## config.mk

```make
export PLATFORM = sky130hd
export DESIGN_NAME = bpc_second_order
export DESIGN_NICKNAME = d
export VERILOG_FILES = /design/src/rtl/core/bpc_pkg.sv /design/src/rtl/core/bpc_second_order.sv
export SDC_FILE = /design/constraint.sdc
export NUM_CORES = 2
export LEC_CHECK = 0
export BUFFER_PORTS_ARGS = -buffer_cell sky130_fd_sc_hd__buf_2
export CAP_MARGIN = 20
export CELL_PAD_IN_SITES_DETAIL_PLACEMENT = 2
export CELL_PAD_IN_SITES_GLOBAL_PLACEMENT = 2
export CORE_AREA = 3 3 320 385
export CTS_CLUSTER_SIZE = 20
export DETAILED_ROUTE_END_ITERATION = 6
export DIE_AREA = 0 0 323 388
export PLACE_DENSITY = 0.84
export SLEW_MARGIN = 20
export SYNTH_ARGS = -nofsm -noshare
export SYNTH_HDL_FRONTEND = slang
export SYNTH_SLANG_ARGS = --single-unit
export TNS_END_PERCENT = 100
```

## constraint.sdc

```tcl
create_clock -name clk -period 32.6 [get_ports clk]
set_input_delay 9.78 -clock clk [delete_from_list [all_inputs] [get_ports clk]]
set_output_delay 9.78 -clock clk [all_outputs]
set_load 0.01 [all_outputs]
```

## src/rtl/core/bpc_pkg.sv

```systemverilog
// shared types, constants and helpers for the barometer compensation pipeline
package bpc_pkg;

    localparam int unsigned COEF_W    = 16;
    localparam int unsigned RAW_W     = 24;
    localparam int unsigned CFG_IDX_W = 3;

    localparam logic [CFG_IDX_W-1:0] REG_C1 = 3'd0;
    localparam logic [CFG_IDX_W-1:0] REG_C2 = 3'd1;
    localparam logic [CFG_IDX_W-1:0] REG_C3 = 3'd2;
    localparam logic [CFG_IDX_W-1:0] REG_C4 = 3'd3;
    localparam logic [CFG_IDX_W-1:0] REG_C5 = 3'd4;
    localparam logic [CFG_IDX_W-1:0] REG_C6 = 3'd5;

    localparam logic signed [18:0] TREF_CENTI = 19'sd2000;
    localparam logic signed [18:0] TLOW_CENTI = -19'sd1500;

    localparam logic [5:0]  OFF2_A_MUL  = 6'd61;
    localparam logic [4:0]  OFF2_B_MUL  = 5'd20;
    localparam logic [3:0]  SENS2_B_MUL = 4'd12;

    localparam int unsigned TEMP_SHIFT  = 23;
    localparam int unsigned OFF_SHIFT   = 6;
    localparam int unsigned SENS_SHIFT  = 7;
    localparam int unsigned PROD_SHIFT  = 21;
    localparam int unsigned PRES_SHIFT  = 15;

    localparam logic signed [63:0] PRES_MAX = 64'sd2147483647;
    localparam logic signed [63:0] PRES_MIN = -64'sd2147483648;

    typedef struct packed {
        logic [COEF_W-1:0] c1;
        logic [COEF_W-1:0] c2;
        logic [COEF_W-1:0] c3;
        logic [COEF_W-1:0] c4;
        logic [COEF_W-1:0] c5;
        logic [COEF_W-1:0] c6;
    } coef_t;

    typedef struct packed {
        logic signed [18:0] q;
        logic [16:0]        t2;
        logic signed [39:0] off1;
        logic signed [39:0] sens1;
        logic [RAW_W-1:0]   d1;
        logic [RAW_W-1:0]   d2;
    } fo_data_t;

    typedef struct packed {
        logic signed [18:0] temp;
        logic signed [43:0] off;
        logic signed [41:0] sens;
        logic [RAW_W-1:0]   d1;
        logic [RAW_W-1:0]   d2;
    } so_data_t;

    // arithmetic shift right that rounds toward zero
    function automatic logic signed [63:0] shr_trunc(input logic signed [63:0] v,
                                                     input int unsigned k);
        logic signed [63:0] bias;
        bias = (64'sd1 <<< k) - 64'sd1;
        if (v < 64'sd0)
        begin
            shr_trunc = (v + bias) >>> k;
        end
        else
        begin
            shr_trunc = v >>> k;
        end
    endfunction

endpackage

```

## src/rtl/core/bpc_second_order.sv

```systemverilog
// second-order stages: squared temperature deltas and corrected temperature, offset, sensitivity
module bpc_second_order (
    input  logic              clk,
    input  logic              rst_n,
    input  logic              in_valid,
    output logic              in_ready,
    input  bpc_pkg::fo_data_t in_data,
    output logic              out_valid,
    input  logic              out_ready,
    output bpc_pkg::so_data_t out_data
);

    logic v4_reg, v5_reg;
    logic en4, en5;

    logic signed [19:0] b_val;
    logic [35:0]        sq_a_next, sq_a_reg;
    logic [35:0]        sq_b_next, sq_b_reg;
    logic               lt_ref_next, lt_ref_reg;
    logic               lt_low_next, lt_low_reg;
    logic signed [18:0] t1_next, t1_reg;
    logic [16:0]        t2_reg;
    logic signed [39:0] off1_reg, sens1_reg;
    logic [bpc_pkg::RAW_W-1:0] d1_reg, d2_reg;

    logic [41:0] off2;
    logic [39:0] sens2;
    bpc_pkg::so_data_t so_next, so_reg;

    assign en5       = !v5_reg || out_ready;
    assign en4       = !v4_reg || en5;
    assign in_ready  = en4;
    assign out_valid = v5_reg;
    assign out_data  = so_reg;

    // q is the first-order temperature minus the reference point
    assign b_val       = 20'(in_data.q) + 20'(bpc_pkg::TREF_CENTI - bpc_pkg::TLOW_CENTI);
    assign sq_a_next   = 36'(in_data.q) * 36'(in_data.q);
    assign sq_b_next   = 36'(b_val) * 36'(b_val);
    assign lt_ref_next = in_data.q[18];
    assign lt_low_next = in_data.q < (bpc_pkg::TLOW_CENTI - bpc_pkg::TREF_CENTI);
    assign t1_next     = in_data.q + bpc_pkg::TREF_CENTI;

    always_comb
    begin
        off2  = 42'd0;
        sens2 = 40'd0;
        if (lt_ref_reg)
        begin
            off2  = (42'(sq_a_reg) * 42'(bpc_pkg::OFF2_A_MUL)) >> 4;
            sens2 = {3'd0, sq_a_reg, 1'b0};
        end
        if (lt_low_reg)
        begin
            off2  = off2 + 42'(sq_b_reg) * 42'(bpc_pkg::OFF2_B_MUL);
            sens2 = sens2 + 40'(sq_b_reg) * 40'(bpc_pkg::SENS2_B_MUL);
        end
        so_next.temp = t1_reg - (lt_ref_reg ? $signed({2'b0, t2_reg}) : 19'sd0);
        so_next.off  = 44'(off1_reg) - $signed({2'b0, off2});
        so_next.sens = 42'(sens1_reg) - $signed({2'b0, sens2});
        so_next.d1   = d1_reg;
        so_next.d2   = d2_reg;
    end

    always_ff @(posedge clk or negedge rst_n)
    begin
        if (!rst_n)
        begin
            v4_reg <= 1'b0;
            v5_reg <= 1'b0;
        end
        else
        begin
            if (en4)
            begin
                v4_reg <= in_valid;
            end
            if (en5)
            begin
                v5_reg <= v4_reg;
            end
        end
    end

    always_ff @(posedge clk)
    begin
        if (en4)
        begin
            sq_a_reg   <= sq_a_next;
            sq_b_reg   <= sq_b_next;
            lt_ref_reg <= lt_ref_next;
            lt_low_reg <= lt_low_next;
            t1_reg     <= t1_next;
            t2_reg     <= in_data.t2;
            off1_reg   <= in_data.off1;
            sens1_reg  <= in_data.sens1;
            d1_reg     <= in_data.d1;
            d2_reg     <= in_data.d2;
        end
        if (en5)
        begin
            so_reg <= so_next;
        end
    end

endmodule

```

# [Yosys cells after proc, flatten, opt, wreduce, memory -nomap -nowiden]
# Index checks and enable logic that the tools add are counted.
[op_classes] add_sub_neg=7 div_mod_pow=0 mul=5 shifts=0 n_lt_le_gt_ge=1 n_reduce_logical=4 n_mux=5 n_bitwise=0 eq_ne=0
[op_table] cell="40-bit by 43-bit subtractor with 44-bit output" count=1
[op_table] cell="38-bit by 41-bit adder with 42-bit output" count=1
[op_table] cell="36-bit by 6-bit multiplier with 42-bit output, second input constant" count=1
[op_table] cell="42-bit 2-to-1 mux" count=1
[op_table] cell="40-bit by 41-bit subtractor with 42-bit output" count=1
[op_table] cell="40-bit adder" count=1
[op_table] cell="40-bit 2-to-1 mux" count=1
[op_table] cell="36-bit by 3-bit multiplier with 39-bit output, second input constant" count=1
[op_table] cell="36-bit by 2-bit multiplier with 38-bit output, second input constant" count=1
[op_table] cell="38-bit 2-to-1 mux" count=1
[op_table] cell="37-bit 2-to-1 mux" count=1
[op_table] cell="19-bit by 19-bit multiplier with 36-bit output" count=1
[op_table] cell="20-bit by 20-bit multiplier with 36-bit output" count=1
[op_table] cell="19-bit by 13-bit adder with 20-bit output, second input constant" count=1
[op_table] cell="19-bit by 12-bit adder with 19-bit output, second input constant" count=1
[op_table] cell="19-bit by 13-bit < comparator with 1-bit output, second input constant" count=1
[op_table] cell="19-bit by 18-bit subtractor with 19-bit output" count=1
[op_table] cell="17-bit 2-to-1 mux" count=1
[op_table] cell="1-bit logical NOT" count=2
[op_table] cell="1-bit logical OR" count=2
[word_totals] elab_cells=39 memories=0 latchBits=0 rom_bits=0 ram_bits=0 out_inout_bits=155 regBits=393 input_bits=168

# [Longest topological paths before layout]
[logic_depth] word_depth=5 ltp_mapped=41 depth_no_buf=41

# [Worst setup path after synthesis]
# No wires, ideal clock.
[synth_path] kind="input to output" from="input port out_ready" to="output port in_ready" stages=1 slack_ns=7.669 n_path_buf=0 arrival_ns=15.151 required_ns=22.820 path_cell_list="nand3b_1"
[synth_between] elab_chain_len=2
[synth_rtl] item="start: declaration" line="bpc_second_order.sv:9" source="input logic out_ready,"
[synth_rtl] item="1-bit logical OR" line="bpc_second_order.sv:30" source="assign en5 = !v5_reg || out_ready;"
[synth_rtl] item="1-bit logical OR" line="bpc_second_order.sv:31" source="assign en4 = !v4_reg || en5;"
[synth_rtl] item="end: declaration" line="bpc_second_order.sv:6" source="output logic in_ready,"
# Every way passes these cells.

# [Final worst setup path]
# Same ends and word-level chain as after synthesis.

==> impl_metrics.ini <==
[status]
outcome = finished, final reports clean

[sta]
holdWs_ns = 0.4240
skew_ns = 0.03769
relSlewSlack = 0.2441
setup_viol = 0
fin_crit_ns = 20.65
timing.fmax_ghz = 0.04842
worstMarginPinSlew_ns = 1.134
finalHoldViolCount = 0
setup_tns_ns = 0
drv_slew = 0
rsz0062_at_grt = false
finalCritPeriodShare = 0.6335

[cts]
cts.clk_slew.worst_paths_ns = 0.07
post_cts_resized = 0
cts_setup_buffers = 0
clkLatencyLatePin_ns = 0.63
cts_tree = built
numCtsBuffers = 44
cts_buffer_depth = 3
cts.sinks = 388
cts_hold_buf = 0
h-tree-depth = 2
root_buffer = clkbuf_16

[synth]
synthFlopType = edfxtp_1
synth_top_area_cell = fa_1
synth-seq-cells = 388
synth.area.top_cells = fa_1 (29%), edfxtp_1 (22%), ha_1 (13%)
syn_area_um2 = 53590
postSynthCellCount = 5304
yosys_warnings = 0
yosysSeqAreaShare = 0.2172
async_reset_ff_frac = 0.005155
synth.distinct_cells = 88
synth-edff-count = 386
netlist.area_leader.share = 0.2921
syn-mean-instance-area_um2 = 10.10

[die]
die_x_um = 323
die_area_um2 = 125300
start_util = 0.4478
num_rows = 139
ios = 323
core_um2 = 119700
die_h_um = 388

[cells_and_area]
final_cell_area_um2 = 58690
layout-drive-gt1-share = 0.08551
largest_reg_flops = 153
layout_common_cells = inv_1 (1,042), fa_1 (782), ha_1 (570)
mostFrequentLayoutCell = inv_1
fin_nets = 7145
area_delta_synth_final_pct = 9.531

[critical_path]
end_kind = output pin
crit_fanout = 53
critPathKind = in -> out
start_kind = input pin
critPathArrivalTime_ns = 10.87
required_ns = 22.82

[global_routing]
grt_max_degree = 78
grt_overflow = 0
grt_pass1_vias = 50700
grt_pass1_wl_um = 313900
grt.total_usage = 0.3291
antenna_found_initial = 12

[routing]
dr.pass1.iters = 5
via_count = 41741
drt_iter0_markers = 2412
viasPerCell = 5.783
ant_nets = 0
drt-total-wl_um = 205700
drc = 0
wl_per_cell_um = 28.50

[placement]
place_area_um2 = 57120
gp_congestion = 0.8778
dp.final_hpwl_um = 157100
portBuffers = 322

[min_path]
hold_path.class = reg -> reg

[flow_run]
maxCapViolations = 0
[layer usage]
layer / up-vias / share of wire / global-route usage
li1: 17986 / - / -
met1: 21830 / 0.36 / 0.3516
met2: 1352 / 0.55 / 0.6346
met3: 563 / 0.041 / 0.03987
met4: 10 / 0.053 / 0.1532
met5: - / 0.00026 / 0
[synthesized netlist by cell type (6+ instances only)]
library cell and n:
inv_1 1042, fa_1 782, ha_1 570, edfxtp_1 386, nand2_1 361, xnor2_1 271
a21oi_1 270, nor2_1 265, and2_1 170, o21ai_0 159, a21o_1 140, xor2_1 89
clkbuf_1 77, o21a_1 72, nand3_1 63, nand2b_1 50, nor3_1 50, o21bai_1 50
mux2i_1 38, nor2b_1 37, a31oi_1 31, a211oi_1 30, and3_1 24, or3_1 19
a22oi_1 15, or2_2 15, o31ai_1 13, a211o_1 11, buf_1 11, nand4_1 10
o211ai_1 10, a41oi_1 8, nor4_1 8, a21boi_0 7, a31o_2 7, o2111ai_1 7
and4_1 6, nand3b_1 6, o22ai_1 6
[logic make-up after synthesis]
kind of cell,after synthesis,synth area share
xor+xnor,360,0.05884
flops,388,0.2172
buf+inv,1137,0.07969
mux,39,0.007308
simple gates,1104,0.09832
other cells,2,0.0001401
compound gates,922,0.1132
fa+ha+maj,1352,0.4252
[layout make-up]
class / count / area, um^2
fillers: 12417 / 60960
multi-input cells: 3782 / 37700
flip-flops and latches: 388 / 11640
inverters: 1047 / 3930
well taps: 1551 / 1941
repair buffers: 362 / 1912
clock buffers: 54 / 1139
clock inverters: 27 / 412.9
diodes: 7 / 17.52
[worst max-delay path: stages]
cell and delay [ns]:
buf_2 0.08, nand3b_1 0.09, buf_4 0.63, buf_2 0.26
[metrics by stage]
stage	util	instances	worst slack (ns)
after floorplan	-	5307	7.669
after global placement	0.4774	7130	11.99
after detailed placement	0.4774	7130	11.60
after CTS	0.4903	7211	11.96
after global routing	0.4904	7211	11.58
final	0.4905	7218	11.95
[path summary, 6_finish.rpt]
kind,slack [ns],startpoint,endpoint,cells past startpoint
max,11.95,out_ready,in_ready,4
min,0.42,d2_reg[16],out_data[16],0
max reg2reg,21.11,sq_a_reg[2],out_data[132],37
min reg2reg,0.42,d2_reg[16],out_data[16],0
max in group asynchronous,23.57,rst_n,out_valid,1
min in group asynchronous,8.93,rst_n,out_valid,1
Power is not shown: default switching activity piles up to over one toggle a cycle in this logic, so the estimate is an artifact.
