**config.mk**
```make
export PLATFORM = sky130hd
export DESIGN_NAME = bpc_pressure
export DESIGN_NICKNAME = d
export VERILOG_FILES = /design/src/rtl/core/bpc_pkg.sv /design/src/rtl/core/bpc_pressure.sv
export SDC_FILE = /design/constraint.sdc
export NUM_CORES = 2
export LEC_CHECK = 0
export BUFFER_PORTS_ARGS = -buffer_cell sky130_fd_sc_hd__buf_2
export CORE_MARGIN = 5
export CORE_UTILIZATION = 35
export DETAILED_ROUTE_END_ITERATION = 10
export GPL_TIMING_DRIVEN = 1
export PLACE_DENSITY = 0.52
export SLEW_MARGIN = 0
export SYNTH_ARGS = -nofsm -noshare
export SYNTH_HDL_FRONTEND = slang
export SYNTH_SLANG_ARGS = --single-unit
```
**constraint.sdc**
```tcl
create_clock -name clk -period 22.8 [get_ports clk]
set_input_delay 2.28 -clock clk [delete_from_list [all_inputs] [get_ports clk]]
set_output_delay 2.28 -clock clk [all_outputs]
set_load 0.01 [all_outputs]
```
**src/rtl/core/bpc_pkg.sv**
```systemverilog
// shared types, constants and helpers for the barometer compensation pipeline
package bpc_pkg;

    localparam int unsigned COEF_W    = 16;
    localparam int unsigned RAW_W     = 24;
    localparam int unsigned CFG_IDX_W = 3;

    localparam logic [CFG_IDX_W-1:0] REG_C1 = 3'd0;
    localparam logic [CFG_IDX_W-1:0] REG_C2 = 3'd1;
    localparam logic [CFG_IDX_W-1:0] REG_C3 = 3'd2;
    localparam logic [CFG_IDX_W-1:0] REG_C4 = 3'd3;
    localparam logic [CFG_IDX_W-1:0] REG_C5 = 3'd4;
    localparam logic [CFG_IDX_W-1:0] REG_C6 = 3'd5;

    localparam logic signed [18:0] TREF_CENTI = 19'sd2000;
    localparam logic signed [18:0] TLOW_CENTI = -19'sd1500;

    localparam logic [5:0]  OFF2_A_MUL  = 6'd61;
    localparam logic [4:0]  OFF2_B_MUL  = 5'd20;
    localparam logic [3:0]  SENS2_B_MUL = 4'd12;

    localparam int unsigned TEMP_SHIFT  = 23;
    localparam int unsigned OFF_SHIFT   = 6;
    localparam int unsigned SENS_SHIFT  = 7;
    localparam int unsigned PROD_SHIFT  = 21;
    localparam int unsigned PRES_SHIFT  = 15;

    localparam logic signed [63:0] PRES_MAX = 64'sd2147483647;
    localparam logic signed [63:0] PRES_MIN = -64'sd2147483648;

    typedef struct packed {
        logic [COEF_W-1:0] c1;
        logic [COEF_W-1:0] c2;
        logic [COEF_W-1:0] c3;
        logic [COEF_W-1:0] c4;
        logic [COEF_W-1:0] c5;
        logic [COEF_W-1:0] c6;
    } coef_t;

    typedef struct packed {
        logic signed [18:0] q;
        logic [16:0]        t2;
        logic signed [39:0] off1;
        logic signed [39:0] sens1;
        logic [RAW_W-1:0]   d1;
        logic [RAW_W-1:0]   d2;
    } fo_data_t;

    typedef struct packed {
        logic signed [18:0] temp;
        logic signed [43:0] off;
        logic signed [41:0] sens;
        logic [RAW_W-1:0]   d1;
        logic [RAW_W-1:0]   d2;
    } so_data_t;

    // arithmetic shift right that rounds toward zero
    function automatic logic signed [63:0] shr_trunc(input logic signed [63:0] v,
                                                     input int unsigned k);
        logic signed [63:0] bias;
        bias = (64'sd1 <<< k) - 64'sd1;
        if (v < 64'sd0)
        begin
            shr_trunc = (v + bias) >>> k;
        end
        else
        begin
            shr_trunc = v >>> k;
        end
    endfunction

endpackage

```
**src/rtl/core/bpc_pressure.sv**
```systemverilog
// pressure stages: split sensitivity product, scaling, offset removal and saturation
module bpc_pressure (
    input  logic                      clk,
    input  logic                      rst_n,
    input  logic                      in_valid,
    output logic                      in_ready,
    input  bpc_pkg::so_data_t         in_data,
    output logic                      out_valid,
    input  logic                      out_ready,
    output logic signed [18:0]        temperature_centi,
    output logic signed [31:0]        pressure_pa,
    output logic [bpc_pkg::RAW_W-1:0] echo_pressure,
    output logic [bpc_pkg::RAW_W-1:0] echo_temperature
);

    logic v6_reg, v7_reg, v8_reg, v9_reg;
    logic en6, en7, en8, en9;

    logic [20:0]        sens_lo;
    logic signed [20:0] sens_hi;
    logic [44:0]        pl_next, pl_reg;
    logic signed [45:0] ph_next, ph_reg;
    logic signed [63:0] prod_next, prod_reg;
    logic signed [45:0] y_next, y_reg;
    logic signed [63:0] z_val;
    logic signed [31:0] pres_next, pres_reg;

    logic signed [43:0] off6_reg, off7_reg;
    logic signed [18:0] t6_reg, t7_reg, t8_reg, t9_reg;
    logic [bpc_pkg::RAW_W-1:0] p6_reg, p7_reg, p8_reg, p9_reg;
    logic [bpc_pkg::RAW_W-1:0] r6_reg, r7_reg, r8_reg, r9_reg;

    assign en9       = !v9_reg || out_ready;
    assign en8       = !v8_reg || en9;
    assign en7       = !v7_reg || en8;
    assign en6       = !v6_reg || en7;
    assign in_ready  = en6;
    assign out_valid = v9_reg;

    assign temperature_centi = t9_reg;
    assign pressure_pa       = pres_reg;
    assign echo_pressure     = p9_reg;
    assign echo_temperature  = r9_reg;

    // d1 * sens as two 24 x 21 partial products
    assign sens_lo   = in_data.sens[20:0];
    assign sens_hi   = in_data.sens[41:21];
    assign pl_next   = 45'(in_data.d1) * 45'(sens_lo);
    assign ph_next   = 46'($signed({1'b0, in_data.d1})) * 46'(sens_hi);
    assign prod_next = (64'(ph_reg) <<< 21) + $signed({19'd0, pl_reg});
    assign y_next    = 46'(bpc_pkg::shr_trunc(prod_reg, bpc_pkg::PROD_SHIFT)) - 46'(off7_reg);
    assign z_val     = bpc_pkg::shr_trunc(64'(y_reg), bpc_pkg::PRES_SHIFT);

    always_comb
    begin
        if (z_val > bpc_pkg::PRES_MAX)
        begin
            pres_next = 32'(bpc_pkg::PRES_MAX);
        end
        else if (z_val < bpc_pkg::PRES_MIN)
        begin
            pres_next = 32'(bpc_pkg::PRES_MIN);
        end
        else
        begin
            pres_next = 32'(z_val);
        end
    end

    always_ff @(posedge clk or negedge rst_n)
    begin
        if (!rst_n)
        begin
            v6_reg <= 1'b0;
            v7_reg <= 1'b0;
            v8_reg <= 1'b0;
            v9_reg <= 1'b0;
        end
        else
        begin
            if (en6)
            begin
                v6_reg <= in_valid;
            end
            if (en7)
            begin
                v7_reg <= v6_reg;
            end
            if (en8)
            begin
                v8_reg <= v7_reg;
            end
            if (en9)
            begin
                v9_reg <= v8_reg;
            end
        end
    end

    always_ff @(posedge clk)
    begin
        if (en6)
        begin
            pl_reg   <= pl_next;
            ph_reg   <= ph_next;
            off6_reg <= in_data.off;
            t6_reg   <= in_data.temp;
            p6_reg   <= in_data.d1;
            r6_reg   <= in_data.d2;
        end
        if (en7)
        begin
            prod_reg <= prod_next;
            off7_reg <= off6_reg;
            t7_reg   <= t6_reg;
            p7_reg   <= p6_reg;
            r7_reg   <= r6_reg;
        end
        if (en8)
        begin
            y_reg  <= y_next;
            t8_reg <= t7_reg;
            p8_reg <= p7_reg;
            r8_reg <= r7_reg;
        end
        if (en9)
        begin
            pres_reg <= pres_next;
            t9_reg   <= t8_reg;
            p9_reg   <= p8_reg;
            r9_reg   <= r8_reg;
        end
    end

endmodule

```
After elaboration in Yosys (flattened, before gate mapping):

Index checks and enable logic that the tools add are counted.
Widths: inputs -> output; s select.

* input bits: 157
* output and inout bits: 101
* logic and storage cells: 44
* bits in registers: 590

* $lt $le $gt $ge: 4
* add/sub/neg operators: 4
* multiplexer cells: 3
* $mul: 2
* reductions and logical operators: 8

Operators by type and width (count)
* $add 64x22->64 const B: 1
* $add 64x46->64: 1
* $gt 64x32->1 const B: 1
* $lt 64x1->1 const B: 1
* $lt 64x32->1 const B: 1
* $mux 64: 1
* $add 46x16->47 const B: 1
* $lt 46x1->1 const B: 1
* $mux 46: 1
* $sub 46x44->46: 1
* $mul 24x21->45: 1
* $mul 25x21->43: 1
* $mux 32: 1
* $logic_not 1->1: 4
* $logic_or 1x1->1: 4

Logic depth before layout (Yosys ltp):

* depth in word-level cells: 5
* gate-level depth with buffers: 28

Worst setup path before layout:

No wires, ideal clock.

* path kind: input to register
* start: in out_ready
* end: reg off6_reg[0] (enable)
* slack: 12.251 ns
* arrival time: 8.028 ns
* required time: 20.279 ns
* path buffers: 0
* stages: 2
* path through: nor2b_1 nand4_1

* cells in the longest elaborated chain, start to end: 4

Ends and longest elaborated chain
* start: declaration: line bpc_pressure.sv:9 `input logic out_ready,`
* $logic_or 1x1->1: line bpc_pressure.sv:33 `assign en9 = !v9_reg || out_ready;`
* $logic_or 1x1->1: line bpc_pressure.sv:34 `assign en8 = !v8_reg || en9;`
* $logic_or 1x1->1: line bpc_pressure.sv:35 `assign en7 = !v7_reg || en8;`
* $logic_or 1x1->1: line bpc_pressure.sv:36 `assign en6 = !v6_reg || en7;`
* named net in_ready: line bpc_pressure.sv:6 `output logic in_ready,`
* end signal: assignment: line bpc_pressure.sv:106 `off6_reg <= in_data.off;`
* end: declaration: line bpc_pressure.sv:28 `logic signed [43:0] off6_reg, off7_reg;`

The timed path passes the listed nets, and every way through them passes these cells.
A chain may end at the register's enable or synchronous reset.

Worst setup path in the final report:

* start: in in_data[30] (netlist name)
* end: reg ph_reg[30], data pin

* cells in the longest elaborated chain, start to end: 1

Ends and longest elaborated chain
* start: declaration: line bpc_pressure.sv:7 `input bpc_pkg::so_data_t in_data,`
* $mul 25x21->43: line bpc_pressure.sv:49 `assign ph_next = 46'($signed({1'b0, in_data.d1})) * 46'(sens_hi);`
* named net ph_next[30]: line bpc_pressure.sv:22 `logic signed [45:0] ph_next, ph_reg;`
* end signal: assignment: line bpc_pressure.sv:105 `ph_reg <= ph_next;`
* end: declaration: line bpc_pressure.sv:22

The timed path passes the listed nets, and every way through them passes these cells.

==> reports/summary.txt <==
hold depth - 0
final setup TNS - 0 ps
DP HPWL - 106.7 mm
simple-gate share of the synthesized area - 0.1268
area delta synth->final - 10.68%
crit path DAT - 9760 ps
cell area after layout - 0.06189 mm^2
# nets final - 6705
Hold Path Sink - r8_reg[0]
TritonCTS buffer count - 72
crit-path max FO - 28
Synth cell types - 71
clock root buffer - clkbuf_16
setup slack, reg-to-reg - 17210 ps
mux contribution to synthesized area - 0
WS Path Type - input pin to register
largest family of logic cells by synthesized area - adder cells
Via density - 4.796
critical hold path startpoint - r7_reg[0]
Global Route met2 Usage - 0.2890
number of global-route vias before repair - 38970
worst path required time - 23230 ps
initial core utilization - 0.3526
Die ar. - 0.1679 mm^2
post-CTS setup buffer count - 0
dpl cells - 7328
num ports - 258
worst skew pair latency - 660 ps
die width - 409.7 um
max FFs per register - 64
R2R cell count - 16
grt peak-use layer - met2
Post-Route WL - 144.5 mm
Post-Synthesis Cells - 5169
GP Congestion - 0.8361
Worst R2R Start - prod_reg[26]
# Max-Cap Violations - 0
Fillers - 15610
max-slew violations - 0
met3 Track Usage GR - 0.03138
Setup crit end kind - register
Rows - 146
Synth Net Count - 6544
DRT iter0 DRCs - 2152
RSZ-0062 raised after global routing - no
Setup violations, final - 0
overall routing resource usage - 0.1756
grt met1 use - 0.2424
fin util - 0.3903
Post-synth ARST share - 0.006780
CP Launch Type - input pin
syn avg cell area - 10.82 um^2
largest net degree at the start of global routing - 131
grt total ovfl - 0
status - completed
fraction of layout cells with a size suffix above 1 - 0.08171
DRC viols - 0
DRT antenna net count - 0
XOR/XNOR share of the synthesized area - 0.03650
Core Area - 0.1586 mm^2
Worst-path clk slew - 70 ps
Post-Place Cell Area - 0.05933 mm^2
Slew @ Worst Pin - 981.5 ps
I/O Buffers - 257
Final min period - 9332 ps
Min-Delay Path Class - register to register
initial antenna violation count - 23
Max-slew headroom - 0.3396
hold buffers post-CTS - 0
worst r2r dst - y_reg[39]
clk buf depth - 3
wire per inst - 19.36 um
H-tree Lvls - 3
Post-synth EDFFs - 586
die height - 409.7 um
Synth Warn # - 0
most common flop cell mapped by yosys - edfxtp_1
Fmax - 107.2 MHz
CTS tree - built
synthesized area - 0.05591 mm^2
CTS resizes - 0
Vias - 35790
DR pass1 iterations - 5
Synth Area in Adders - 0.3844
compound-cell area share of the yosys netlist - 0.05281
first-pass GRT wire length - 228.5 mm
sequential element share of the synthesized area - 0.3165
Hold Fails Final Rpt - 0
Final period util - 0.4093
skew final - 32.09 ps
Final Non-Filler Cells - 7462
CTS Sinks - 590
number of synthesized register bits - 590
synth_stat cells, types with 5 or more instances:
master	number	area, um^2
xor2_1	67	586.8
o31a_1	6	52.55
nor4_1	13	81.33
a211oi_1	11	82.58
a21o_1	96	720.7
nand4_1	27	168.9
clkbuf_1	200	750.7
o211ai_1	6	45.04
a31o_2	6	52.55
fa_1	833	16680
o21a_1	15	112.6
and2_1	451	2821
a31oi_1	11	68.82
nand3_1	72	360.4
nor2_1	100	375.4
nor2b_1	15	93.84
xnor2_1	166	1454
inv_1	1030	3866
a2111oi_0	5	43.79
o31ai_1	6	45.04
ha_1	385	4817
edfxtp_1	586	17600
nand2b_1	33	206.5
a21oi_1	136	680.7
o21ai_0	75	375.4
and3_1	33	206.5
nor3_1	21	105.1
o21bai_1	18	135.1
or2_2	7	43.79
and4_1	6	52.55
nand2_1	656	2462
how the worst max path moves through the flow:
stage / end / start / slack, ps
finish: ph_reg[30] / in_data[30] / 13470
global route: ph_reg[42] / in_data[30] / 13130
CTS: ph_reg[42] / in_data[30] / 13550
detailed placement: ph_reg[42] / in_data[30] / 12780
global placement: ph_reg[42] / in_data[30] / 12790
floorplan: off6_reg[0] / out_ready / 12250
metrics by stage:
stage / setup WS, ps / hold slack (ps)
after floorplan: 12250 / 400.3
after global placement: 12790 / 400.0
final: 13470 / 405.4
after global routing: 13130 / 415.9
after detailed placement: 12780 / 404.5
after CTS: 13550 / 398.1
cells in the final DEF (no fill, tap or decap), types with 6 or more instances in the layout:
cell | netlist | layout
o211ai_1 | 6 | 6
a211oi_1 | 11 | 11
a31o_2 | 6 | 6
inv_6 | 0 | 6
nor2_1 | 100 | 100
nand2b_1 | 33 | 33
a21o_1 | 96 | 96
nor4_1 | 13 | 13
clkinv_1 | 0 | 8
and4_1 | 6 | 6
bufinv_16 | 0 | 11
a31oi_1 | 11 | 11
nand3_1 | 72 | 71
nand4_1 | 27 | 27
fa_1 | 833 | 833
o21a_1 | 15 | 15
o31a_1 | 6 | 6
buf_2 | 4 | 257
clkbuf_16 | 0 | 72
and2_1 | 451 | 451
o31ai_1 | 6 | 6
inv_1 | 1030 | 1029
edfxtp_1 | 586 | 586
and3_1 | 33 | 33
xor2_1 | 67 | 67
nor2b_1 | 15 | 15
buf_4 | 0 | 33
a21oi_1 | 136 | 136
ha_1 | 385 | 385
or2_2 | 7 | 7
clkbuf_1 | 200 | 8
o21ai_0 | 75 | 75
o21bai_1 | 18 | 18
clkinv_2 | 0 | 7
nand2_1 | 656 | 655
nor3_1 | 21 | 21
xnor2_1 | 166 | 166
routing by layer:
metal | part of all wire | up-vias
li1 | - | 16500
met1 | 0.46 | 18210
met2 | 0.46 | 842
met3 | 0.055 | 217
met4 | 0.024 | 18
met5 | 0.00084 | -
critical path, cell delays in order:
cell	delay (ps)
buf_2	410
buf_4	490
nand2_1	130
fa_1	530
inv_1	50
fa_1	490
inv_1	50
fa_1	480
inv_1	60
fa_1	520
fa_1	560
inv_1	60
fa_1	530
inv_1	50
fa_1	490
ha_1	380
nand2_1	100
nor3_1	460
nand2_1	110
o32ai_1	470
o21a_1	310
nor3_1	100
o21ai_0	220
a31o_2	190
a21oi_1	70
xnor2_1	130
kinds of logic (layout without fill, tap and decap cells):
logic type / count (synthesis) / count (layout)
adder cells (fa/ha/maj): 1218 / 1218
AO/OA/AOI/OAI: 445 / 445
AND/OR/NAND/NOR: 1448 / 1448
XOR/XNOR: 233 / 233
buffers and inverters: 1235 / 1451
other: 0 / 5
flip-flops: 590 / 590
layout make-up:
| cell class | instances | area, um^2 | area share |
|---|---|---|---|
| Clock inverter | 49 | 711.9 | 0.01150 |
| Multi-Input combinational cell | 3344 | 33600 | 0.5429 |
| Timing Repair Buffer | 292 | 1574 | 0.02543 |
| Clock buffer | 80 | 1832 | 0.02960 |
| Sequential cell | 590 | 17700 | 0.2860 |
| Tap cell | 2072 | 2592 | 0.04189 |
| Antenna cell | 5 | 12.51 | 0.0002022 |
| Inverter | 1030 | 3869 | 0.06251 |
Power is left out: the tool's default activity adds up to more than one toggle a clock period on the data nets, which glitch-free logic cannot reach.
