## src/rtl/core/bpc_pkg.sv

```systemverilog
// shared types, constants and helpers for the barometer compensation pipeline
package bpc_pkg;

    localparam int unsigned COEF_W    = 16;
    localparam int unsigned RAW_W     = 24;
    localparam int unsigned CFG_IDX_W = 3;

    localparam logic [CFG_IDX_W-1:0] REG_C1 = 3'd0;
    localparam logic [CFG_IDX_W-1:0] REG_C2 = 3'd1;
    localparam logic [CFG_IDX_W-1:0] REG_C3 = 3'd2;
    localparam logic [CFG_IDX_W-1:0] REG_C4 = 3'd3;
    localparam logic [CFG_IDX_W-1:0] REG_C5 = 3'd4;
    localparam logic [CFG_IDX_W-1:0] REG_C6 = 3'd5;

    localparam logic signed [18:0] TREF_CENTI = 19'sd2000;
    localparam logic signed [18:0] TLOW_CENTI = -19'sd1500;

    localparam logic [5:0]  OFF2_A_MUL  = 6'd61;
    localparam logic [4:0]  OFF2_B_MUL  = 5'd20;
    localparam logic [3:0]  SENS2_B_MUL = 4'd12;

    localparam int unsigned TEMP_SHIFT  = 23;
    localparam int unsigned OFF_SHIFT   = 6;
    localparam int unsigned SENS_SHIFT  = 7;
    localparam int unsigned PROD_SHIFT  = 21;
    localparam int unsigned PRES_SHIFT  = 15;

    localparam logic signed [63:0] PRES_MAX = 64'sd2147483647;
    localparam logic signed [63:0] PRES_MIN = -64'sd2147483648;

    typedef struct packed {
        logic [COEF_W-1:0] c1;
        logic [COEF_W-1:0] c2;
        logic [COEF_W-1:0] c3;
        logic [COEF_W-1:0] c4;
        logic [COEF_W-1:0] c5;
        logic [COEF_W-1:0] c6;
    } coef_t;

    typedef struct packed {
        logic signed [18:0] q;
        logic [16:0]        t2;
        logic signed [39:0] off1;
        logic signed [39:0] sens1;
        logic [RAW_W-1:0]   d1;
        logic [RAW_W-1:0]   d2;
    } fo_data_t;

    typedef struct packed {
        logic signed [18:0] temp;
        logic signed [43:0] off;
        logic signed [41:0] sens;
        logic [RAW_W-1:0]   d1;
        logic [RAW_W-1:0]   d2;
    } so_data_t;

    // arithmetic shift right that rounds toward zero
    function automatic logic signed [63:0] shr_trunc(input logic signed [63:0] v,
                                                     input int unsigned k);
        logic signed [63:0] bias;
        bias = (64'sd1 <<< k) - 64'sd1;
        if (v < 64'sd0)
        begin
            shr_trunc = (v + bias) >>> k;
        end
        else
        begin
            shr_trunc = v >>> k;
        end
    endfunction

endpackage

```

## src/rtl/core/bpc_first_order.sv

```systemverilog
// first-order stages: dt, calibration products, base temperature, offset and sensitivity
module bpc_first_order (
    input  logic                          clk,
    input  logic                          rst_n,
    input  bpc_pkg::coef_t                coef,
    input  logic                          in_valid,
    output logic                          in_ready,
    input  logic [bpc_pkg::RAW_W-1:0]     raw_pressure,
    input  logic [bpc_pkg::RAW_W-1:0]     raw_temperature,
    output logic                          out_valid,
    input  logic                          out_ready,
    output bpc_pkg::fo_data_t             out_data
);

    logic v1_reg, v2_reg, v3_reg;
    logic en1, en2, en3;

    logic signed [24:0] dt_next, dt_reg, s2_dt_unused;
    logic [bpc_pkg::RAW_W-1:0] s1_d1_reg, s1_d2_reg, s2_d1_reg, s2_d2_reg;

    logic signed [41:0] p6_next, p6_reg;
    logic signed [41:0] p4_next, p4_reg;
    logic signed [41:0] p3_next, p3_reg;
    logic [47:0]        dtsq_next, dtsq_reg;

    bpc_pkg::fo_data_t fo_next, fo_reg;

    assign en3      = !v3_reg || out_ready;
    assign en2      = !v2_reg || en3;
    assign en1      = !v1_reg || en2;
    assign in_ready = en1;
    assign out_valid = v3_reg;
    assign out_data  = fo_reg;

    assign dt_next = $signed({1'b0, raw_temperature}) - $signed({1'b0, coef.c5, 8'd0});
    assign s2_dt_unused = dt_reg;

    assign p6_next   = 42'(dt_reg) * 42'($signed({1'b0, coef.c6}));
    assign p4_next   = 42'(dt_reg) * 42'($signed({1'b0, coef.c4}));
    assign p3_next   = 42'(dt_reg) * 42'($signed({1'b0, coef.c3}));
    assign dtsq_next = 48'(dt_reg) * 48'(s2_dt_unused);

    always_comb
    begin
        fo_next.q     = 19'(bpc_pkg::shr_trunc(64'(p6_reg), bpc_pkg::TEMP_SHIFT));
        fo_next.t2    = dtsq_reg[47:31];
        fo_next.off1  = $signed({7'd0, coef.c2, 17'd0})
                      + 40'(bpc_pkg::shr_trunc(64'(p4_reg), bpc_pkg::OFF_SHIFT));
        fo_next.sens1 = $signed({8'd0, coef.c1, 16'd0})
                      + 40'(bpc_pkg::shr_trunc(64'(p3_reg), bpc_pkg::SENS_SHIFT));
        fo_next.d1    = s2_d1_reg;
        fo_next.d2    = s2_d2_reg;
    end

    always_ff @(posedge clk or negedge rst_n)
    begin
        if (!rst_n)
        begin
            v1_reg <= 1'b0;
            v2_reg <= 1'b0;
            v3_reg <= 1'b0;
        end
        else
        begin
            if (en1)
            begin
                v1_reg <= in_valid;
            end
            if (en2)
            begin
                v2_reg <= v1_reg;
            end
            if (en3)
            begin
                v3_reg <= v2_reg;
            end
        end
    end

    always_ff @(posedge clk)
    begin
        if (en1)
        begin
            dt_reg    <= dt_next;
            s1_d1_reg <= raw_pressure;
            s1_d2_reg <= raw_temperature;
        end
        if (en2)
        begin
            p6_reg    <= p6_next;
            p4_reg    <= p4_next;
            p3_reg    <= p3_next;
            dtsq_reg  <= dtsq_next;
            s2_d1_reg <= s1_d1_reg;
            s2_d2_reg <= s1_d2_reg;
        end
        if (en3)
        begin
            fo_reg <= fo_next;
        end
    end

endmodule

```

## config.mk

```make
export PLATFORM = sky130hd
export DESIGN_NAME = bpc_first_order
export DESIGN_NICKNAME = d
export VERILOG_FILES = /design/src/rtl/core/bpc_pkg.sv /design/src/rtl/core/bpc_first_order.sv
export SDC_FILE = /design/constraint.sdc
export NUM_CORES = 2
export LEC_CHECK = 0
export BUFFER_PORTS_ARGS = -buffer_cell sky130_fd_sc_hd__buf_2
export CAP_MARGIN = 20
export CORE_MARGIN = 2
export CORE_UTILIZATION = 70
export CTS_BUF_LIST = sky130_fd_sc_hd__clkbuf_4
export DETAILED_ROUTE_END_ITERATION = 10
export GPL_ROUTABILITY_DRIVEN = 0
export PLACE_DENSITY = 0.86
export SYNTH_ARGS = -nofsm -noshare
export SYNTH_HDL_FRONTEND = slang
export SYNTH_SLANG_ARGS = --single-unit
export TNS_END_PERCENT = 5
```

## constraint.sdc

```tcl
create_clock -name clk -period 18.15 [get_ports clk]
set_clock_uncertainty 0.05 [all_clocks]
set_input_delay 0.9075 -clock clk [delete_from_list [all_inputs] [get_ports clk]]
set_output_delay 0.9075 -clock clk [all_outputs]
set_load 0.02 [all_outputs]
```

Yosys cells after proc, flatten, opt, wreduce, memory -nomap -nowiden

Cells that the tools add are included.
Widths: inputs -> output; s select.

Add/subtract/negate cells: 6
$mul: 4
Magnitude comparators: 3
Mux-type cells: 3
Reduce and logical (&&, ||, !) cells: 6

Operators by type and width:

| cell                   | count |
|---|---|
| $lt 42x1->1 const B    | 3 |
| $mul 25x17->42         | 3 |
| $mux 40                | 2 |
| $mul 25x25->48         | 1 |
| $add 42x7->43 const B  | 1 |
| $add 42x8->43 const B  | 1 |
| $add 42x24->42 const B | 1 |
| $add 33x40->40         | 1 |
| $add 34x40->40         | 1 |
| $sub 24x24->25         | 1 |
| $mux 19                | 1 |
| $logic_not 1->1        | 3 |
| $logic_or 1x1->1       | 3 |

Register bits after elaboration: 462
Input bits: 148
Output and inout bits: 166
Word-level logic and storage cells: 40

Longest topological paths before layout

Depth in word-level cells: 4
Gate-level depth with buffers: 29
Mapped depth without buffers: 27

Worst setup path after synthesis

OpenSTA, ideal clock, no wires.

Kind: register -> register
Start point: register dt_reg[1]
End point: register dtsq_reg[47] (data pin)
Setup time: 260 ps
Arrival time: 7098 ps
Data required time: 17840 ps
Setup slack: 10742 ps
Cell stages (with the launch flop): 27
Buffers on the path: 2
Period minus slack after synthesis: 7408 ps
Cell sequence: edfxtp_1 -> clkbuf_1 -> clkbuf_1 -> nand2_1 -> inv_1 -> fa_1 -> fa_1 -> inv_1 -> fa_1 -> inv_1 -> fa_1 -> fa_1 -> fa_1 -> inv_1 -> fa_1 -> inv_1 -> ha_1 -> a21oi_1 -> a21boi_0 -> a221oi_1 -> o21ai_0 -> o21bai_1 -> a21oi_1 -> a2111oi_2 -> o21bai_1 -> a21oi_1 -> xnor2_1

Longest elaborated chain between the ends: 1

Ends and longest elaborated chain:

| item                    | line                  | text |
|---|---|---|
| start, declared         | bpc_first_order.sv:18 | `logic signed [24:0] dt_next, dt_reg, s2_dt_unused;` |
| start signal, assigned  | bpc_first_order.sv:84 | `dt_reg <= dt_next;` |
| $mul 25x25->48          | bpc_first_order.sv:41 | `assign dtsq_next = 48'(dt_reg) * 48'(s2_dt_unused);` |
| named net dtsq_next[47] | bpc_first_order.sv:24 | `logic [47:0] dtsq_next, dtsq_reg;` |
| end signal, assigned    | bpc_first_order.sv:93 | `dtsq_reg <= dtsq_next;` |
| end, declared           | bpc_first_order.sv:24 |  |

The timed path passes the listed nets, and every way through them passes these cells.
A chain may end at the register's enable or synchronous reset.

Worst setup path after layout

Start point: register dt_reg[22]
End point: register dtsq_reg[47] (data pin)

Same word-level chain as after synthesis.

==> flow_results.org <==
** Logic synthesis
- Mean cell area of the mapped netlist :: 10.0 µm²
- Leading post-synthesis cells by cell area :: sky130_fd_sc_hd__fa_1 45%, sky130_fd_sc_hd__edfxtp_1 16%, sky130_fd_sc_hd__inv_1 9.8%, sky130_fd_sc_hd__ha_1 8.0%, sky130_fd_sc_hd__nand2_1 4.8%
- Post-synth design cell area :: 78400 µm²
- Syn. warnings :: 0
- Synthesis inferred 423 register bits.
- Ranked by instance count, the synthesized netlist is headed by 2050 x sky130_fd_sc_hd__inv_1, 1766 x sky130_fd_sc_hd__fa_1, 1008 x sky130_fd_sc_hd__nand2_1.
- Most frequent cell after synthesis :: sky130_fd_sc_hd__inv_1
- Synthesis produced a netlist whose cell count is 7807.
- Fraction of post-synthesis cell area in the top cell type by area :: 45.1%
- Counting flops with an async set or reset pin after synthesis yields a share of 0.709%.
- Cell type with the highest aggregate area in the netlist :: sky130_fd_sc_hd__fa_1
- Among all flip-flop cells after synthesis, the most frequent one is sky130_fd_sc_hd__edfxtp_1.
- Number of distinct standard cells referenced by the synthesized netlist :: 82
- The synthesized design contains 420 enable-type register cells.
- Sequential elements use 16.2% of the synthesized area.
- Post-synth net total :: 10200

** Clocking
- The longest clock path from root to sink contains 3 buffers.
- Clock sink count :: 423
- TritonCTS created 110 clock buffers.
- For the worst-skew pair, the clock arrives at the later sink with an insertion delay of 1.09 ns.
- Number of H-tree levels :: 3
- Clock-pin slew was measured on the worst setup and hold paths at 0.07 ns.
- The root buffer cell chosen for the clock tree is sky130_fd_sc_hd__clkbuf_4.
- Buffers added to address setup during post-CTS repair amount to 0.
- TritonCTS clock tree :: done

** Placement
- Quantity of I/O buffers inserted on ports :: 313
- Counting tap cells, the placed design contains a total of 9348 instances.
- Final HPWL from detailed placement :: 143000 µm
- Setup Slack @ Placement :: 9.22 ns

** Setup path
- Crit path largest cell delay :: 0.74 ns
- On the critical path the largest part of the delay comes from adder cells.
- Path type of the worst setup path :: flip-flop to flip-flop
- CP dominant cell by count :: sky130_fd_sc_hd__fa_1
- Startpoint kind of the worst setup timing path :: flip-flop
- Critical path data arrival time :: 9.95 ns
- The slowest stage of the critical path is the sky130_fd_sc_hd__edfxtp_1 cell.
- STA puts the critical path data required time at 18.92 ns.
- Crit. End Element :: flip-flop
- Maximum fanout along the worst path :: 54
- Counting both buffers and inverters, the worst setup path holds a total of 6.

** Floorplanning
- For this configuration, the core starts out at a cell density of 70.7%.
- Ports placed on the boundary :: 314
- The floorplan has 122 rows.
- Area of the die :: 115000 µm²
- Height of the chip :: 339 µm
- The total area inside the core boundary comes to 111000 µm².
- The die is 339 µm wide.

** Global route
- Met2 Use GR :: 57.2%
- For met3 alone, demand over resource in global routing was 9.11%.
- The initial antenna violation count is 12.
- Gr ovfl total :: 0
- Vias in the first global route :: 62400
- Global-route met1 utilization :: 44.2%
- All-layer global routing usage :: 35.0%
- First-pass GRT wire length :: 316000 µm
- Entering global routing, the biggest net connects 75 pins.
- GRT busiest layer :: met2

** STA
- Number of pins with negative max-slew slack in the final report :: 0
- After layout, the worst setup slack is 8.97 ns.
- Setup repair after global routing left no endpoint under its margin.
- Number of failing hold endpoints at the final stage :: 0
- Measured against its own limit, the worst slew margin works out to 32.7%.
- Slew of the pin with the lowest slew margin :: 1.01 ns
- Of the available clock period, the critical path in the final layout requires 50.6%.
- Adding up every negative setup slack in the final design gives 0 ns.
- F_max :: 0.109 GHz
- Final critical-path required period :: 9.18 ns
- Setup violations remaining at the end of the flow were counted as 0.

** Routing
- Routed length per placed instance :: 20.0 µm
- After detailed routing, the number of remaining DRC violations is 0.
- The routed layout has 55200 vias.
- The routed design has 192000 µm of wire.
- The pre-antenna-repair detailed-routing pass consisted of 8 iterations.
- Detail-routed via count per cell :: 5.75
- Number of nets still failing antenna checks after routing :: 0
- First-iteration detailed-routing DRC count :: 4701

** Job
- Max-cap violations :: 0

** Final layout
- Cells with a size suffix above 1 make up 6.96% of the layout.
- Compared with the post-synthesis result, the final layout area differs by 5.87%.
- At the end of the flow, the number of nets in the layout was 10400.
- Count of placed standard cells in the final layout, fillers left out :: 9604
- Final standard cell utilization of the core :: 74.9%
- After filler insertion, the fill cell instance count of the layout stands at 7243.
- Number of flip-flops under the largest register name :: 164

** Min path
- Classification of the worst-slack hold path :: primary input to flip-flop

** Run status
- The run finished with clean final reports.
repair_timing:
item,in CTS,in global routing
setup endpoints to repair,0,0
resized for setup,0,0
hold buffers,42,2
endpoints found under the hold margin,44,2
cell usage in the layout (no fill, tap or decap), types with 37 or more instances in the layout:
master,instances
sky130_fd_sc_hd__a21o_1,89
sky130_fd_sc_hd__a21oi_1,147
sky130_fd_sc_hd__and2_1,596
sky130_fd_sc_hd__buf_2,313
sky130_fd_sc_hd__buf_4,56
sky130_fd_sc_hd__clkbuf_4,145
sky130_fd_sc_hd__clkinv_1,39
sky130_fd_sc_hd__dlygate4sd3_1,44
sky130_fd_sc_hd__edfxtp_1,420
sky130_fd_sc_hd__fa_1,1766
sky130_fd_sc_hd__ha_1,501
sky130_fd_sc_hd__inv_1,2050
sky130_fd_sc_hd__nand2_1,1008
sky130_fd_sc_hd__nand3_1,80
sky130_fd_sc_hd__nor2_1,135
sky130_fd_sc_hd__nor2b_1,37
sky130_fd_sc_hd__o21ai_0,61
sky130_fd_sc_hd__xnor2_1,225
sky130_fd_sc_hd__xor2_1,68
through the flow:
| step | hold WS (ns) | area (µm²) |
|---|---|---|
| after detailed placement | 0.355 | 81000 |
| after floorplan | 0.350 | 78400 |
| after global routing | 0.00698 | 83000 |
| final | 0.0601 | 83000 |
| after CTS | 0.000594 | 82900 |
| after global placement | 0.351 | 81000 |
cell type report:
| cell class | count | area (µm²) | area share [%] |
|---|---|---|---|
| Tap cell | 1488 | 1860 | 2.24 |
| Inverter | 2050 | 7690 | 9.27 |
| Antenna cell | 13 | 32.5 | 0.0392 |
| Sequential cell | 423 | 12700 | 15.3 |
| Clock inverter | 54 | 369 | 0.445 |
| Multi-Input combinational cell | 5018 | 56800 | 68.5 |
| Clock buffer | 145 | 1090 | 1.31 |
| Timing Repair Buffer | 413 | 2430 | 2.93 |
cells by family (layout without fill, tap and decap cells):
| logic type | Yosys count | in the layout | synth area share [%] |
|---|---|---|---|
| buf+inv | 2366 | 2662 | 11.3 |
| fa+ha+maj | 2268 | 2268 | 53.1 |
| simple gates | 2014 | 2014 | 12.3 |
| compound gates | 441 | 441 | 3.73 |
| flops | 423 | 423 | 16.2 |
| xor+xnor | 293 | 293 | 3.27 |
| mux | 2 | 2 | 0.0271 |
| other cells | 0 | 13 | 0 |
worst paths after layout:
kind | slack, ns | to | startpoint | depth (start not counted)
hold reg to reg | 0.31 | out_data[29] | s2_d1_reg[5] | 0
setup reg to reg | 8.97 | dtsq_reg[47] | dt_reg[22] | 25
min in group asynchronous | 0.22 | out_valid | rst_n | 2
hold / removal | 0.06 | s1_d2_reg[12] | raw_temperature[12] | 1
setup / recovery | 8.97 | dtsq_reg[47] | dt_reg[22] | 25
max in group asynchronous | 17.72 | v1_reg | rst_n | 2
routing by layer:
layer | vias to the layer above | wire length, µm
li1 | 23400 | -
met5 | - | 15
met4 | 2 | 10200
met2 | 3298 | 92200
met1 | 27600 | 67900
met3 | 834 | 21900
Power is not shown: default switching activity piles up to over one toggle a cycle in this logic, so the estimate is an artifact.
